## config.mk

```make
export PLATFORM = sky130hd
export DESIGN_NAME = feeder_access_sequencer_top_flat
export DESIGN_NICKNAME = d
export VERILOG_FILES = /design/src/sv/fas_pkg.sv /design/src/sv/fas_if.sv /design/src/sv/feeder_access_sequencer_top.sv /design/src/sv/fas_cfg.sv /design/src/sv/fas_step.sv /design/src/flat_wrapper.sv
export VERILOG_INCLUDE_DIRS = /design/src /design/src/sv
export SDC_FILE = /design/constraint.sdc
export NUM_CORES = 1
export LEC_CHECK = 0
export ABC_AREA = 1
export BUFFER_PORTS_ARGS = -buffer_cell sky130_fd_sc_hd__buf_2
export CORE_MARGIN = 3
export CORE_UTILIZATION = 65
export DETAILED_ROUTE_END_ITERATION = 8
export GPL_TIMING_DRIVEN = 0
export HOLD_SLACK_MARGIN = 0.15
export PLACE_DENSITY_LB_ADDON = 0.15
export SYNTH_ARGS = -nofsm -noshare
export SYNTH_HDL_FRONTEND = slang
export SYNTH_SLANG_ARGS = --single-unit
export TNS_END_PERCENT = 20
```

## constraint.sdc

```tcl
create_clock -name clk -period 7.3 [get_ports clk]
set_input_delay 0.73 -clock clk [delete_from_list [all_inputs] [get_ports clk]]
set_output_delay 0.73 -clock clk [all_outputs]
set_load 0.05 [all_outputs]
```

## src/sv/feeder_access_sequencer_top_defines.svh

```systemverilog
// Assertion macros shared by the sequencer RTL.
`ifndef FEEDER_ACCESS_SEQUENCER_TOP_DEFINES_SVH
`define FEEDER_ACCESS_SEQUENCER_TOP_DEFINES_SVH

// Same-cycle implication, disabled while in reset
`define FAS_ASSERT_NOW(label, ante, cons, msg) \
    label: assert property (@(posedge clk) disable iff (!rst_n) (ante) |-> (cons)) \
        else $error(msg);

// Next-cycle implication, disabled while in reset
`define FAS_ASSERT_NEXT(label, ante, cons, msg) \
    label: assert property (@(posedge clk) disable iff (!rst_n) (ante) |=> (cons)) \
        else $error(msg);

`endif

```

## src/sv/fas_pkg.sv

```systemverilog
`timescale 1ns / 1ps

package fas_pkg;

    // Sequencer states, one-hot
    typedef enum logic [4:0] {
        ST_IDLE   = 5'b00001,
        ST_DETECT = 5'b00010,
        ST_OPEN   = 5'b00100,
        ST_FEED   = 5'b01000,
        ST_CLOSE  = 5'b10000
    } state_t;

    // Phase codes as reported on the result channel
    localparam logic [2:0] PHASE_IDLE   = 3'd0;
    localparam logic [2:0] PHASE_DETECT = 3'd1;
    localparam logic [2:0] PHASE_OPEN   = 3'd2;
    localparam logic [2:0] PHASE_FEED   = 3'd3;
    localparam logic [2:0] PHASE_CLOSE  = 3'd4;

    // Motor commands
    localparam logic [1:0] CMD_NONE    = 2'd0;
    localparam logic [1:0] CMD_MOVE    = 2'd1;
    localparam logic [1:0] CMD_HOME    = 2'd2;
    localparam logic [1:0] CMD_DISABLE = 2'd3;

    // Fault codes
    localparam logic [1:0] FAULT_NONE  = 2'd0;
    localparam logic [1:0] FAULT_OPEN  = 2'd1;
    localparam logic [1:0] FAULT_CLOSE = 2'd2;

    // Register map
    localparam int unsigned CFG_ADDR_W = 4;
    localparam logic [1:0] REG_DETECT_TIMEOUT = 2'd0;
    localparam logic [1:0] REG_MOTOR_TIMEOUT  = 2'd1;
    localparam logic [1:0] REG_LEAVE_TIMEOUT  = 2'd2;
    localparam logic [1:0] REG_MAX_MEAL       = 2'd3;

    localparam logic [31:0] DETECT_TIMEOUT_RST = 32'd5000;
    localparam logic [31:0] MOTOR_TIMEOUT_RST  = 32'd10000;
    localparam logic [31:0] LEAVE_TIMEOUT_RST  = 32'd3000;
    localparam logic [31:0] MAX_MEAL_RST       = 32'd600000;

    localparam logic [16:0] INTAKE_MAX = 17'h1FFFF;

    typedef struct packed {
        logic [31:0]        now_ms;
        logic               animal_present;
        logic               tag_seen;
        logic               tag_matched;
        logic [3:0]         profile_index;
        logic [15:0]        bowl_position;
        logic [1:0]         bowl_number;
        logic               motor_arrived;
        logic signed [17:0] weight_dg;
        logic               weight_ok;
    } in_item_t;

    typedef struct packed {
        logic [2:0]  phase;
        logic [1:0]  motor_command;
        logic [15:0] motor_target;
        logic [1:0]  active_bowl;
        logic [1:0]  fault_code;
        logic        motor_healthy;
        logic        record_emit;
        logic [3:0]  record_profile;
        logic [31:0] record_start_ms;
        logic [16:0] record_intake_dg;
        logic        record_intake_ok;
    } out_item_t;

    typedef struct packed {
        logic [31:0] detect_timeout_ms;
        logic [31:0] motor_move_limit_ms;
        logic [31:0] leave_timeout_ms;
        logic [31:0] max_meal_ms;
    } cfg_t;

endpackage

```

## src/sv/fas_if.sv

```systemverilog
`timescale 1ns / 1ps

// Control-loop pass channel
interface fas_in_if;
    logic               valid;
    logic               ready;
    logic [31:0]        now_ms;
    logic               animal_present;
    logic               tag_seen;
    logic               tag_matched;
    logic [3:0]         profile_index;
    logic [15:0]        bowl_position;
    logic [1:0]         bowl_number;
    logic               motor_arrived;
    logic signed [17:0] weight_dg;
    logic               weight_ok;

    modport source (
        output valid, now_ms, animal_present, tag_seen, tag_matched, profile_index,
               bowl_position, bowl_number, motor_arrived, weight_dg, weight_ok,
        input  ready
    );
    modport sink (
        input  valid, now_ms, animal_present, tag_seen, tag_matched, profile_index,
               bowl_position, bowl_number, motor_arrived, weight_dg, weight_ok,
        output ready
    );
endinterface

// Sequencer result channel
interface fas_out_if;
    logic        valid;
    logic        ready;
    logic [2:0]  phase;
    logic [1:0]  motor_command;
    logic [15:0] motor_target;
    logic [1:0]  active_bowl;
    logic [1:0]  fault_code;
    logic        motor_healthy;
    logic        record_emit;
    logic [3:0]  record_profile;
    logic [31:0] record_start_ms;
    logic [16:0] record_intake_dg;
    logic        record_intake_ok;

    modport source (
        output valid, phase, motor_command, motor_target, active_bowl, fault_code,
               motor_healthy, record_emit, record_profile, record_start_ms,
               record_intake_dg, record_intake_ok,
        input  ready
    );
    modport sink (
        input  valid, phase, motor_command, motor_target, active_bowl, fault_code,
               motor_healthy, record_emit, record_profile, record_start_ms,
               record_intake_dg, record_intake_ok,
        output ready
    );
endinterface

```

## src/sv/feeder_access_sequencer_top.sv

```systemverilog
`timescale 1ns / 1ps
// Channel   Modport        Transfer
// in_ch     fas_in_if      one control-loop pass (timestamp, sensors, weight)
// out_ch    fas_out_if     one result per pass (phase, motor, fault, record)
// APB       psel..prdata   timeout registers at 0x0, 0x4, 0x8, 0xC
//
// A pass is registered on input, run through the sequencer and lands in the
// result register; one pass per cycle while out_ch is not stalled.
// The result register parts the two sides; in_ch.ready drops only when both
// the input and result registers are full and out_ch is stalled.
// Reset (rst_n, asynchronous) empties both registers and restores the
// register defaults and the idle state; no clearing pass is needed.

`include "feeder_access_sequencer_top_defines.svh"

module feeder_access_sequencer_top (
    input  logic                            clk,
    input  logic                            rst_n,
    fas_in_if.sink                          in_ch,
    fas_out_if.source                       out_ch,
    input  logic                            psel,
    input  logic                            penable,
    input  logic                            pwrite,
    input  logic [fas_pkg::CFG_ADDR_W-1:0]  paddr,
    input  logic [31:0]                     pwdata,
    output logic [31:0]                     prdata,
    output logic                            pready
);

    fas_pkg::cfg_t      cfg;
    fas_pkg::in_item_t  in_item;
    fas_pkg::in_item_t  in_item_reg;
    fas_pkg::out_item_t step_result;
    fas_pkg::out_item_t out_item_reg;
    logic               in_valid_reg, in_valid_next;
    logic               out_valid_reg, out_valid_next;
    logic               in_accept;
    logic               step_fire;

    fas_cfg u_cfg (
        .clk     (clk),
        .rst_n   (rst_n),
        .psel    (psel),
        .penable (penable),
        .pwrite  (pwrite),
        .paddr   (paddr),
        .pwdata  (pwdata),
        .prdata  (prdata),
        .pready  (pready),
        .cfg     (cfg)
    );

    fas_step u_step (
        .clk    (clk),
        .rst_n  (rst_n),
        .fire   (step_fire),
        .item   (in_item_reg),
        .cfg    (cfg),
        .result (step_result)
    );

    // Gather the input payload
    always_comb
    begin
        in_item.now_ms         = in_ch.now_ms;
        in_item.animal_present = in_ch.animal_present;
        in_item.tag_seen       = in_ch.tag_seen;
        in_item.tag_matched    = in_ch.tag_matched;
        in_item.profile_index  = in_ch.profile_index;
        in_item.bowl_position  = in_ch.bowl_position;
        in_item.bowl_number    = in_ch.bowl_number;
        in_item.motor_arrived  = in_ch.motor_arrived;
        in_item.weight_dg      = in_ch.weight_dg;
        in_item.weight_ok      = in_ch.weight_ok;
    end

    // Pipeline flow control
    assign step_fire   = in_valid_reg && (!out_valid_reg || out_ch.ready);
    assign in_ch.ready = !in_valid_reg || step_fire;
    assign in_accept   = in_ch.valid && in_ch.ready;

    always_comb
    begin
        if (in_accept)
            in_valid_next = 1'b1;
        else if (step_fire)
            in_valid_next = 1'b0;
        else
            in_valid_next = in_valid_reg;

        if (step_fire)
            out_valid_next = 1'b1;
        else if (out_ch.ready)
            out_valid_next = 1'b0;
        else
            out_valid_next = out_valid_reg;
    end

    always_ff @(posedge clk or negedge rst_n)
    begin
        if (!rst_n)
        begin
            in_valid_reg  <= 1'b0;
            out_valid_reg <= 1'b0;
        end
        else
        begin
            in_valid_reg  <= in_valid_next;
            out_valid_reg <= out_valid_next;
        end
    end

    // Payload registers
    always_ff @(posedge clk)
    begin
        if (in_accept)
            in_item_reg <= in_item;
        if (step_fire)
            out_item_reg <= step_result;
    end

    // Drive the result channel
    assign out_ch.valid            = out_valid_reg;
    assign out_ch.phase            = out_item_reg.phase;
    assign out_ch.motor_command    = out_item_reg.motor_command;
    assign out_ch.motor_target     = out_item_reg.motor_target;
    assign out_ch.active_bowl      = out_item_reg.active_bowl;
    assign out_ch.fault_code       = out_item_reg.fault_code;
    assign out_ch.motor_healthy    = out_item_reg.motor_healthy;
    assign out_ch.record_emit      = out_item_reg.record_emit;
    assign out_ch.record_profile   = out_item_reg.record_profile;
    assign out_ch.record_start_ms  = out_item_reg.record_start_ms;
    assign out_ch.record_intake_dg = out_item_reg.record_intake_dg;
    assign out_ch.record_intake_ok = out_item_reg.record_intake_ok;

    // Checks
    `FAS_ASSERT_NOW(a_record_ends_idle,
        out_valid_reg && out_item_reg.record_emit,
        out_item_reg.phase == fas_pkg::PHASE_IDLE
            && out_item_reg.motor_command == fas_pkg::CMD_DISABLE,
        "record issued without closing to idle")
    `FAS_ASSERT_NOW(a_fault_unhealthy,
        out_valid_reg && out_item_reg.fault_code != fas_pkg::FAULT_NONE,
        !out_item_reg.motor_healthy,
        "motor fault reported while motor healthy")
    `FAS_ASSERT_NOW(a_intake_ok_needs_record,
        out_valid_reg && out_item_reg.record_intake_ok,
        out_item_reg.record_emit,
        "intake flagged valid without a record")
    `FAS_ASSERT_NEXT(a_stall_holds_input,
        in_valid_reg && !step_fire,
        in_valid_reg && $stable(in_item_reg),
        "pending pass lost during output stall")

endmodule

```

## src/sv/fas_cfg.sv

```systemverilog
`timescale 1ns / 1ps

// Timeout register file on an APB-style port
module fas_cfg (
    input  logic                            clk,
    input  logic                            rst_n,
    input  logic                            psel,
    input  logic                            penable,
    input  logic                            pwrite,
    input  logic [fas_pkg::CFG_ADDR_W-1:0]  paddr,
    input  logic [31:0]                     pwdata,
    output logic [31:0]                     prdata,
    output logic                            pready,
    output fas_pkg::cfg_t                   cfg
);

    fas_pkg::cfg_t cfg_reg;
    fas_pkg::cfg_t cfg_next;
    logic [1:0]    reg_index;
    logic          wr_en;

    assign pready    = 1'b1;
    assign reg_index = paddr[3:2];
    assign wr_en     = psel && penable && pwrite && pready;

    // Write decode
    always_comb
    begin
        cfg_next = cfg_reg;
        if (wr_en)
        begin
            unique case (reg_index)
                fas_pkg::REG_DETECT_TIMEOUT: cfg_next.detect_timeout_ms   = pwdata;
                fas_pkg::REG_MOTOR_TIMEOUT:  cfg_next.motor_move_limit_ms = pwdata;
                fas_pkg::REG_LEAVE_TIMEOUT:  cfg_next.leave_timeout_ms    = pwdata;
                fas_pkg::REG_MAX_MEAL:       cfg_next.max_meal_ms         = pwdata;
                default:                     cfg_next = cfg_reg;
            endcase
        end
    end

    always_ff @(posedge clk or negedge rst_n)
    begin
        if (!rst_n)
        begin
            cfg_reg.detect_timeout_ms   <= fas_pkg::DETECT_TIMEOUT_RST;
            cfg_reg.motor_move_limit_ms <= fas_pkg::MOTOR_TIMEOUT_RST;
            cfg_reg.leave_timeout_ms    <= fas_pkg::LEAVE_TIMEOUT_RST;
            cfg_reg.max_meal_ms         <= fas_pkg::MAX_MEAL_RST;
        end
        else
        begin
            cfg_reg <= cfg_next;
        end
    end

    // Read mux
    always_comb
    begin
        unique case (reg_index)
            fas_pkg::REG_DETECT_TIMEOUT: prdata = cfg_reg.detect_timeout_ms;
            fas_pkg::REG_MOTOR_TIMEOUT:  prdata = cfg_reg.motor_move_limit_ms;
            fas_pkg::REG_LEAVE_TIMEOUT:  prdata = cfg_reg.leave_timeout_ms;
            fas_pkg::REG_MAX_MEAL:       prdata = cfg_reg.max_meal_ms;
            default:                     prdata = 32'd0;
        endcase
    end

    assign cfg = cfg_reg;

endmodule

```

## src/sv/fas_step.sv

```systemverilog
`timescale 1ns / 1ps

// Feeder sequence state and per-pass next-state logic
module fas_step (
    input  logic                clk,
    input  logic                rst_n,
    input  logic                fire,
    input  fas_pkg::in_item_t   item,
    input  fas_pkg::cfg_t       cfg,
    output fas_pkg::out_item_t  result
);

    fas_pkg::state_t state_reg, state_next;
    logic [31:0]        entered_at_reg, entered_at_next;
    logic [31:0]        absent_since_reg, absent_since_next;
    logic               absent_timing_reg, absent_timing_next;
    logic [3:0]         profile_reg, profile_next;
    logic [1:0]         bowl_reg, bowl_next;
    logic [31:0]        meal_start_reg, meal_start_next;
    logic signed [17:0] start_weight_reg, start_weight_next;
    logic               start_weight_ok_reg, start_weight_ok_next;
    logic [16:0]        intake_reg, intake_next;
    logic               intake_ok_reg, intake_ok_next;
    logic               motor_good_reg, motor_good_next;

    logic [31:0]        since_entry;
    logic [31:0]        since_absent;
    logic               detect_expired;
    logic               motor_expired;
    logic               leave_expired;
    logic               meal_expired;
    logic signed [18:0] weight_diff;
    logic [16:0]        intake_calc;
    logic               intake_calc_ok;
    logic               close_now;
    logic [1:0]         cmd;
    logic [15:0]        target;
    logic [1:0]         fault;
    logic               emit;
    logic [2:0]         phase_code;

    // Wrapping elapsed times and limit checks
    assign since_entry    = item.now_ms - entered_at_reg;
    assign since_absent   = item.now_ms - absent_since_reg;
    assign detect_expired = since_entry > cfg.detect_timeout_ms;
    assign motor_expired  = since_entry > cfg.motor_move_limit_ms;
    assign leave_expired  = since_absent > cfg.leave_timeout_ms;
    assign meal_expired   = since_entry > cfg.max_meal_ms;

    // Intake: start minus final weight, clamped to the 17-bit range
    assign weight_diff    = {start_weight_reg[17], start_weight_reg}
                          - {item.weight_dg[17], item.weight_dg};
    assign intake_calc_ok = start_weight_ok_reg && item.weight_ok;

    always_comb
    begin
        if (!intake_calc_ok || weight_diff[18])
            intake_calc = 17'd0;
        else if (weight_diff[17])
            intake_calc = fas_pkg::INTAKE_MAX;
        else
            intake_calc = weight_diff[16:0];
    end

    // Sequencer
    always_comb
    begin
        state_next           = state_reg;
        entered_at_next      = entered_at_reg;
        absent_since_next    = absent_since_reg;
        absent_timing_next   = absent_timing_reg;
        profile_next         = profile_reg;
        bowl_next            = bowl_reg;
        meal_start_next      = meal_start_reg;
        start_weight_next    = start_weight_reg;
        start_weight_ok_next = start_weight_ok_reg;
        intake_next          = intake_reg;
        intake_ok_next       = intake_ok_reg;
        motor_good_next      = motor_good_reg;
        cmd                  = fas_pkg::CMD_NONE;
        target               = 16'd0;
        fault                = fas_pkg::FAULT_NONE;
        emit                 = 1'b0;
        close_now            = 1'b0;

        unique case (state_reg)
            fas_pkg::ST_IDLE:
            begin
                if (item.animal_present)
                begin
                    state_next      = fas_pkg::ST_DETECT;
                    entered_at_next = item.now_ms;
                end
            end
            fas_pkg::ST_DETECT:
            begin
                // timeout beats absence, absence beats the tag
                if (detect_expired || !item.animal_present)
                begin
                    state_next = fas_pkg::ST_IDLE;
                end
                else if (item.tag_seen && item.tag_matched)
                begin
                    profile_next    = item.profile_index;
                    bowl_next       = item.bowl_number;
                    cmd             = fas_pkg::CMD_MOVE;
                    target          = item.bowl_position;
                    state_next      = fas_pkg::ST_OPEN;
                    entered_at_next = item.now_ms;
                end
            end
            fas_pkg::ST_OPEN:
            begin
                if (item.motor_arrived)
                begin
                    cmd                  = fas_pkg::CMD_DISABLE;
                    motor_good_next      = 1'b1;
                    start_weight_next    = item.weight_dg;
                    start_weight_ok_next = item.weight_ok;
                    state_next           = fas_pkg::ST_FEED;
                    entered_at_next      = item.now_ms;
                    meal_start_next      = item.now_ms;
                    absent_timing_next   = 1'b0;
                end
                else if (motor_expired)
                begin
                    cmd             = fas_pkg::CMD_DISABLE;
                    motor_good_next = 1'b0;
                    fault           = fas_pkg::FAULT_OPEN;
                    state_next      = fas_pkg::ST_IDLE;
                end
            end
            fas_pkg::ST_FEED:
            begin
                // absence timer: first absent pass arms, later ones check
                if (item.animal_present)
                begin
                    absent_timing_next = 1'b0;
                    close_now          = meal_expired;
                end
                else if (!absent_timing_reg)
                begin
                    absent_timing_next = 1'b1;
                    absent_since_next  = item.now_ms;
                    close_now          = meal_expired;
                end
                else
                begin
                    close_now = leave_expired || meal_expired;
                end
                if (close_now)
                begin
                    intake_next     = intake_calc;
                    intake_ok_next  = intake_calc_ok;
                    cmd             = fas_pkg::CMD_HOME;
                    state_next      = fas_pkg::ST_CLOSE;
                    entered_at_next = item.now_ms;
                end
            end
            fas_pkg::ST_CLOSE:
            begin
                if (item.motor_arrived)
                begin
                    cmd             = fas_pkg::CMD_DISABLE;
                    motor_good_next = 1'b1;
                    emit            = 1'b1;
                    state_next      = fas_pkg::ST_IDLE;
                end
                else if (motor_expired)
                begin
                    cmd             = fas_pkg::CMD_DISABLE;
                    motor_good_next = 1'b0;
                    fault           = fas_pkg::FAULT_CLOSE;
                    emit            = 1'b1;
                    state_next      = fas_pkg::ST_IDLE;
                end
            end
            default:
            begin
                state_next = fas_pkg::ST_IDLE;
            end
        endcase
    end

    // Phase code of the state after this pass
    always_comb
    begin
        unique case (state_next)
            fas_pkg::ST_IDLE:   phase_code = fas_pkg::PHASE_IDLE;
            fas_pkg::ST_DETECT: phase_code = fas_pkg::PHASE_DETECT;
            fas_pkg::ST_OPEN:   phase_code = fas_pkg::PHASE_OPEN;
            fas_pkg::ST_FEED:   phase_code = fas_pkg::PHASE_FEED;
            fas_pkg::ST_CLOSE:  phase_code = fas_pkg::PHASE_CLOSE;
            default:            phase_code = fas_pkg::PHASE_IDLE;
        endcase
    end

    // Result of this pass; the record fields read the stored meal
    always_comb
    begin
        result.phase            = phase_code;
        result.motor_command    = cmd;
        result.motor_target     = target;
        result.active_bowl      = bowl_next;
        result.fault_code       = fault;
        result.motor_healthy    = motor_good_next;
        result.record_emit      = emit;
        result.record_profile   = emit ? profile_reg : 4'd0;
        result.record_start_ms  = emit ? meal_start_reg : 32'd0;
        result.record_intake_dg = emit ? intake_reg : 17'd0;
        result.record_intake_ok = emit && intake_ok_reg;
    end

    // State update on each processed pass
    always_ff @(posedge clk or negedge rst_n)
    begin
        if (!rst_n)
        begin
            state_reg           <= fas_pkg::ST_IDLE;
            entered_at_reg      <= 32'd0;
            absent_since_reg    <= 32'd0;
            absent_timing_reg   <= 1'b0;
            profile_reg         <= 4'd0;
            bowl_reg            <= 2'd0;
            meal_start_reg      <= 32'd0;
            start_weight_reg    <= 18'sd0;
            start_weight_ok_reg <= 1'b0;
            intake_reg          <= 17'd0;
            intake_ok_reg       <= 1'b0;
            motor_good_reg      <= 1'b1;
        end
        else if (fire)
        begin
            state_reg           <= state_next;
            entered_at_reg      <= entered_at_next;
            absent_since_reg    <= absent_since_next;
            absent_timing_reg   <= absent_timing_next;
            profile_reg         <= profile_next;
            bowl_reg            <= bowl_next;
            meal_start_reg      <= meal_start_next;
            start_weight_reg    <= start_weight_next;
            start_weight_ok_reg <= start_weight_ok_next;
            intake_reg          <= intake_next;
            intake_ok_reg       <= intake_ok_next;
            motor_good_reg      <= motor_good_next;
        end
    end

endmodule
```

## src/flat_wrapper.sv

```systemverilog
// flat-port wrapper written by rule: the top's interface ports become plain ports
module feeder_access_sequencer_top_flat 
  (clk, rst_n, psel, penable, pwrite, paddr, pwdata, prdata, pready, in_ch_valid, in_ch_now_ms, in_ch_animal_present, in_ch_tag_seen, in_ch_tag_matched, in_ch_profile_index, in_ch_bowl_position, in_ch_bowl_number, in_ch_motor_arrived, in_ch_weight_dg, in_ch_weight_ok, in_ch_ready, out_ch_valid, out_ch_phase, out_ch_motor_command, out_ch_motor_target, out_ch_active_bowl, out_ch_fault_code, out_ch_motor_healthy, out_ch_record_emit, out_ch_record_profile, out_ch_record_start_ms, out_ch_record_intake_dg, out_ch_record_intake_ok, out_ch_ready);
  fas_in_if in_ch_i ();
  fas_out_if out_ch_i ();
  input  logic clk;
  input  logic rst_n;
  input  logic psel;
  input  logic penable;
  input  logic pwrite;
  input  logic [fas_pkg::CFG_ADDR_W-1:0] paddr;
  input  logic [31:0] pwdata;
  output logic [31:0] prdata;
  output logic pready;
  input wire logic [$bits(in_ch_i.valid)-1:0] in_ch_valid;
  input wire logic [$bits(in_ch_i.now_ms)-1:0] in_ch_now_ms;
  input wire logic [$bits(in_ch_i.animal_present)-1:0] in_ch_animal_present;
  input wire logic [$bits(in_ch_i.tag_seen)-1:0] in_ch_tag_seen;
  input wire logic [$bits(in_ch_i.tag_matched)-1:0] in_ch_tag_matched;
  input wire logic [$bits(in_ch_i.profile_index)-1:0] in_ch_profile_index;
  input wire logic [$bits(in_ch_i.bowl_position)-1:0] in_ch_bowl_position;
  input wire logic [$bits(in_ch_i.bowl_number)-1:0] in_ch_bowl_number;
  input wire logic [$bits(in_ch_i.motor_arrived)-1:0] in_ch_motor_arrived;
  input wire logic [$bits(in_ch_i.weight_dg)-1:0] in_ch_weight_dg;
  input wire logic [$bits(in_ch_i.weight_ok)-1:0] in_ch_weight_ok;
  output wire logic [$bits(in_ch_i.ready)-1:0] in_ch_ready;
  output wire logic [$bits(out_ch_i.valid)-1:0] out_ch_valid;
  output wire logic [$bits(out_ch_i.phase)-1:0] out_ch_phase;
  output wire logic [$bits(out_ch_i.motor_command)-1:0] out_ch_motor_command;
  output wire logic [$bits(out_ch_i.motor_target)-1:0] out_ch_motor_target;
  output wire logic [$bits(out_ch_i.active_bowl)-1:0] out_ch_active_bowl;
  output wire logic [$bits(out_ch_i.fault_code)-1:0] out_ch_fault_code;
  output wire logic [$bits(out_ch_i.motor_healthy)-1:0] out_ch_motor_healthy;
  output wire logic [$bits(out_ch_i.record_emit)-1:0] out_ch_record_emit;
  output wire logic [$bits(out_ch_i.record_profile)-1:0] out_ch_record_profile;
  output wire logic [$bits(out_ch_i.record_start_ms)-1:0] out_ch_record_start_ms;
  output wire logic [$bits(out_ch_i.record_intake_dg)-1:0] out_ch_record_intake_dg;
  output wire logic [$bits(out_ch_i.record_intake_ok)-1:0] out_ch_record_intake_ok;
  input wire logic [$bits(out_ch_i.ready)-1:0] out_ch_ready;
  assign in_ch_i.valid = in_ch_valid;
  assign in_ch_i.now_ms = in_ch_now_ms;
  assign in_ch_i.animal_present = in_ch_animal_present;
  assign in_ch_i.tag_seen = in_ch_tag_seen;
  assign in_ch_i.tag_matched = in_ch_tag_matched;
  assign in_ch_i.profile_index = in_ch_profile_index;
  assign in_ch_i.bowl_position = in_ch_bowl_position;
  assign in_ch_i.bowl_number = in_ch_bowl_number;
  assign in_ch_i.motor_arrived = in_ch_motor_arrived;
  assign in_ch_i.weight_dg = in_ch_weight_dg;
  assign in_ch_i.weight_ok = in_ch_weight_ok;
  assign in_ch_ready = in_ch_i.ready;
  assign out_ch_valid = out_ch_i.valid;
  assign out_ch_phase = out_ch_i.phase;
  assign out_ch_motor_command = out_ch_i.motor_command;
  assign out_ch_motor_target = out_ch_i.motor_target;
  assign out_ch_active_bowl = out_ch_i.active_bowl;
  assign out_ch_fault_code = out_ch_i.fault_code;
  assign out_ch_motor_healthy = out_ch_i.motor_healthy;
  assign out_ch_record_emit = out_ch_i.record_emit;
  assign out_ch_record_profile = out_ch_i.record_profile;
  assign out_ch_record_start_ms = out_ch_i.record_start_ms;
  assign out_ch_record_intake_dg = out_ch_i.record_intake_dg;
  assign out_ch_record_intake_ok = out_ch_i.record_intake_ok;
  assign out_ch_i.ready = out_ch_ready;
  feeder_access_sequencer_top u_core (.clk(clk), .rst_n(rst_n), .in_ch(in_ch_i), .out_ch(out_ch_i), .psel(psel), .penable(penable), .pwrite(pwrite), .paddr(paddr), .pwdata(pwdata), .prdata(prdata), .pready(pready));
endmodule
```

# == Word level (Yosys, flattened, before mapping) ==
# Cells that the tools add are included.
# classes
n_addsub,3
magnitude_cmp,4
eq_ne,17
mux,48
bitwise,5
reduce_logical,33
# op_table
operator,count
$pmux W32 S4,2
$mux W32,5
$gt A32 B32 Y1,4
$sub A32 B32 Y32,2
$mux W5,7
$mux W17,2
$pmux W5 S5,1
$mux W1,19
$sub A18 B18 Y19,1
$mux W2,8
$pmux W3 S4,1
$eq A5 B2 Y1 const B,2
$eq A5 B3 Y1 const B,2
$eq A5 B4 Y1 const B,2
$eq A5 B5 Y1 const B,2
$reduce_and A3 Y1,3
$reduce_and A2 Y1,4
$reduce_and A4 Y1,2
$logic_and A1 B1 Y1,7
$reduce_and A7 Y1,1
$ne A2 B2 Y1 const B,3
$pmux W2 S3,1
$reduce_bool A2 Y1,3
$eq A5 B1 Y1 const B,1
12 further kinds,25
# totals
reg_bits,434
inputBits,120
output_inout_bits,116
word_cells,149

# == Logic depth before layout (Yosys ltp) ==
# depth
depth_word,10
depth_mapped,30
mapped_depth_nobuf,29

# == Modules after synthesis ==
# A second synthesis with hierarchy kept.
# hier_totals
hier_cells,3089
hier_area_um2,25335.5
# modules_own_cells
module,instances,cells_per_inst,area_each_um2,seq_area_each_um2
fas_step,1,2176,14692.8,3656.0
fas_cfg,1,743,5803.1,3234.4
feeder_access_sequencer_top,1,170,4839.6,4794.6

# == Worst setup path before layout ==
# Ideal clock, no wire load.
# synth_timing
path_type,input to register
from,in out_ch_ready
to,reg u_core.u_step.profile_reg[0]
setup_time_ns,0.126
t_arrival_ns,4.272
required_time_ns,7.174
slack_ns,2.902
stages,9
path_buffers,2
path_cell_list,inv_1 -> nand2_1 -> nand2_1 -> inv_1 -> buf_1 -> nand3_1 -> buf_2 -> nand2_1 -> o21ai_0
# synth_between
elab_chain_cells,3
# synth_lines
element,line,rtl
start: declaration,flat_wrapper.sv:39,input wire logic [$bits(out_ch_i.ready)-1:0] out_ch_ready;
$logic_or A1 B1 Y1,feeder_access_sequencer_top.sv:78,assign step_fire = in_valid_reg && (!out_valid_reg || out_ch.ready);
$logic_and A1 B1 Y1,feeder_access_sequencer_top.sv:78,
$reduce_and A4 Y1 (no source line),--,
end signal: assignment,fas_step.sv:238,profile_reg <= profile_next;
end: declaration,fas_step.sv:17,"logic [3:0] profile_reg, profile_next;"
# Every way passes these cells.
# A chain may end at the register's enable or synchronous reset.

# == Worst setup path in the final report ==
# layout_timing
from,reg u_core.in_item_reg[45] (netlist name)
to,reg u_core.out_item_reg (netlist bit u_core.out_ch.record_start_ms[20]) (data pin)
# layout_between
elab_chain_cells,5
# layout_lines
element,line,rtl
start: declaration,feeder_access_sequencer_top.sv:32,fas_pkg::in_item_t in_item_reg;
start signal: assignment,feeder_access_sequencer_top.sv:117,in_item_reg <= in_item;
$sub A32 B32 Y32,fas_step.sv:43,assign since_entry = item.now_ms - entered_at_reg;
$gt A32 B32 Y1,fas_step.sv:46,assign motor_expired = since_entry > cfg.motor_move_limit_ms;
$mux W1,fas_step.sv:169,else if (motor_expired)
$mux W1,fas_step.sv:162,if (item.motor_arrived)
$mux W1,fas_step.sv:86,unique case (state_reg)
end signal: assignment,feeder_access_sequencer_top.sv:119,out_item_reg <= step_result;
end: declaration,feeder_access_sequencer_top.sv:34,fas_pkg::out_item_t out_item_reg;
# Every way passes these cells.

==> metrics.yaml <==
outcome:
  status: "complete, no violations"
logic_synthesis:
  synth-adder-area-share: 0.108
  synth_edf_count: 158
  synth_xor_area_frac: 0.0235
  synth.top_cell.area_share: 0.253
  syn_avg_cell_area_um2: 8.45
  synthSimpleGateAreaFrac: 0.191
  ys_seq_area_frac: 0.475
  syn-num-nets: 3244
  synth_compound_area_frac: 0.119
  synth_area_leaders: "dfrtp_1, edfxtp_1, nand2_1"
  synth_cells: 2913
  muxShareOfSynthArea: 0.000458
  synth_top_family_by_area: "simple AND/OR/NAND/NOR gates"
  ys_seq_elements: 434
  async_reset_ff_frac: 0.636
  synth_ff_type: "dfrtp_1"
  yosys.area.top_type: "dfrtp_1"
  synth_cell_types: 52
  syn-cell-area_um2: 24600
  synth.most_common_cell: "nand2_1"
  synthTopCellsByCount: "nand2_1, inv_1, dfrtp_1, o21ai_0, nor2_1"
  yosys_warnings: 0
place:
  routabilityCongestion: 0.957
  port_buffers: 231
  hpwl_um: 53900
die:
  die_y_um: 201
  start_util: 0.666
  die_x_um: 201
  ios: 236
  die_area_um2: 40200
  rows: 70
  fp.coreArea_um2: 37000
cts:
  cts_setup_buffers: 0
  cts-buffers-inserted: 45
  cts_sinks: 434
  post_cts_resized: 0
  insertion_delay_ps: 580
  clock-root-buffer: "clkbuf_16"
  path_clk_slew_ps: 70
  cts_tree: "built"
  clk_path_buf_depth: 3
  cts_hold_buf: 1
  ctsHtreeMaxLevel: 2
setup_path:
  cp-end-kind: "flip-flop"
  critPathMaxFanout: 10
  critPathLaunchType: "flip-flop"
  cpMostUsedCell: "nand2_1"
  cpPeakStageDelay_ps: 450
  crit_type: "flip-flop to flip-flop"
  worstPathRequired_ps: 7610
  path_delay_family: "simple AND/OR/NAND/NOR gates"
  cp.arrival_ps: 5650
  crit_slowest_cell: "edfxtp_1"
  cp_cell_sequence: "inv_1 -> ha_1 -> inv_1 -> fa_1 -> nand3_1 -> nand2_1 -> a21oi_1 -> o21ai_0 -> nand3_1 -> nand3_1 -> a21oi_1 -> xnor2_1 -> ha_1 -> nand2_1 -> nor2_1 -> nand2_1 -> nor2_1 -> nand4_1 -> nand2_1 -> nand2_1 -> nand2_1 -> buf_2 -> buf_2 -> nor2_1"
  cp_num_buf_inv: 4
global_routing:
  grt.total_usage: 0.345
  first_global_vias: 21466
  grt_pass1_wl_um: 112000
  overflow: 0
  antenna_found_initial: 2
  grt_max_degree: 118
sta:
  skew_ps: 22.9
  period_minus_slack_ps: 5330
  fin_crit_sh: 0.731
  timing.fmax_mhz: 187
  setup_tns_ps: 0
  tightest_slew_ps: 902
  setup_viol: 0
  hold_viol: 0
  hold_ws_ps: 317
  relSlewSlack: 0.397
  finalMaxSlewViolations: 0
  rsz0062_at_grt: "false"
layout:
  nets: 3528
  largest_reg_flops: 128
  syn_to_final_growth_pct: 13.9
  fillers: 2684
  drive_above_1_share: 0.121
route:
  ant_nets: 0
  via_count: 21415
  routed_wl_um: 69900
  drt_iter0_markers: 2159
  wl_per_cell_um: 18.7
  drtPass1Iterations: 6
  drc: 0
  avgViaCountPerCell: 5.73
power_and_ir_drop:
  vdd_ir_drop_max_mv: 0.232
  power.density_nw_per_um2: 353
  leakage_nw: 13.8
worst_hold_path:
  hold_class: "primary input to flip-flop"
flow_run:
  drv_cap: 0
[layout make-up]
| cell class | instances | area, um2 | share of cell area |
|---|---|---|---|
| flip-flops and latches | 434 | 11700 | 0.417 |
| plain buffers | 81 | 368 | 0.0131 |
| repair buffers | 237 | 1300 | 0.0463 |
| well taps | 504 | 631 | 0.0225 |
| multi-input cells | 1954 | 10900 | 0.388 |
| clock inverters | 18 | 170 | 0.00607 |
| diodes | 2 | 5.00 | 0.000179 |
| clock buffers | 66 | 1320 | 0.0470 |
| inverters | 444 | 1670 | 0.0595 |
[through the flow]
| stage | instance area [um2] | setup slack, ps | std cells | total power (W) | utilization |
|---|---|---|---|---|---|
| finish | 28000 | 1970 | 3740 | 0.00989 | 0.758 |
| global route | 28000 | 1740 | 3740 | 0.0106 | 0.758 |
| CTS | 28000 | 2110 | 3738 | 0.00983 | 0.758 |
| detailed placement | 26500 | 2140 | 3653 | 0.00749 | 0.718 |
| global placement | 26400 | 487 | 3648 | 0.00728 | 0.714 |
| floorplan | 24600 | 2900 | 2913 | 0.00625 | - |
[cell families after synthesis]
logic type | after synthesis
multiplexers | 1
other | 1
AO/OA/AOI/OAI | 535
buffers and inverters | 525
flip-flops | 434
XOR/XNOR | 66
AND/OR/NAND/NOR | 1140
adder cells (fa/ha/maj) | 211
[report_power, final]
| part | switching, W | internal (W) | total, W |
|---|---|---|---|
| Sequential | 0.000228 | 0.00301 | 0.00324 |
| Clock | 0.000985 | 0.00133 | 0.00232 |
| Combinational | 0.00291 | 0.00142 | 0.00433 |
| Total | 0.00413 | 0.00576 | 0.00989 |
[cells in the final DEF (no fill, tap or decap), types with 9 or more instances in the layout]
| master | netlist | final |
|---|---|---|
| xor2_1 | 42 | 42 |
| nor3_1 | 15 | 15 |
| o21ai_0 | 249 | 249 |
| dfrtp_1 | 249 | 249 |
| nand2_1 | 755 | 755 |
| nand4_1 | 57 | 57 |
| a31oi_1 | 9 | 9 |
| clkbuf_1 | 44 | 56 |
| nor2_1 | 213 | 213 |
| inv_1 | 441 | 440 |
| dfstp_2 | 27 | 27 |
| buf_2 | 26 | 257 |
| ha_1 | 208 | 208 |
| clkbuf_16 | 0 | 47 |
| edfxtp_1 | 158 | 158 |
| a21oi_1 | 198 | 198 |
| nand3_1 | 64 | 64 |
| a21o_1 | 16 | 16 |
| o21a_1 | 9 | 9 |
| xnor2_1 | 24 | 24 |
| o2111ai_1 | 32 | 32 |
[worst paths after layout]
path                                                       from                           endpoint  slack (ps)  cells past startpoint
worst min-delay path                           in_ch_now_ms[29]             u_core.in_item_reg[74]         320                      1
max in group asynchronous                                 rst_n   u_core.u_step.entered_at_reg[28]        5220                      4
worst max-delay path                     u_core.in_item_reg[45]  u_core.out_ch.record_start_ms[20]        1970                     24
min in group asynchronous                                 rst_n               u_core.u_cfg.cfg[11]         660                      2
worst min register to register  u_core.u_step.entered_at_reg[8]    u_core.u_step.entered_at_reg[8]         470                      2
worst max register to register           u_core.in_item_reg[45]  u_core.out_ch.record_start_ms[20]        1970                     24
[routing by layer]
metal	GRT usage	wire (um)	vias up	part of all wire
met5	0	0	-	0
met4	0.119	2260	0	0.032
met3	0.0483	5220	157	0.075
met2	0.577	33300	938	0.48
met1	0.468	29100	10180	0.42
li1	-	-	10140	-
Note: power is estimated with default switching activity, not from simulation.
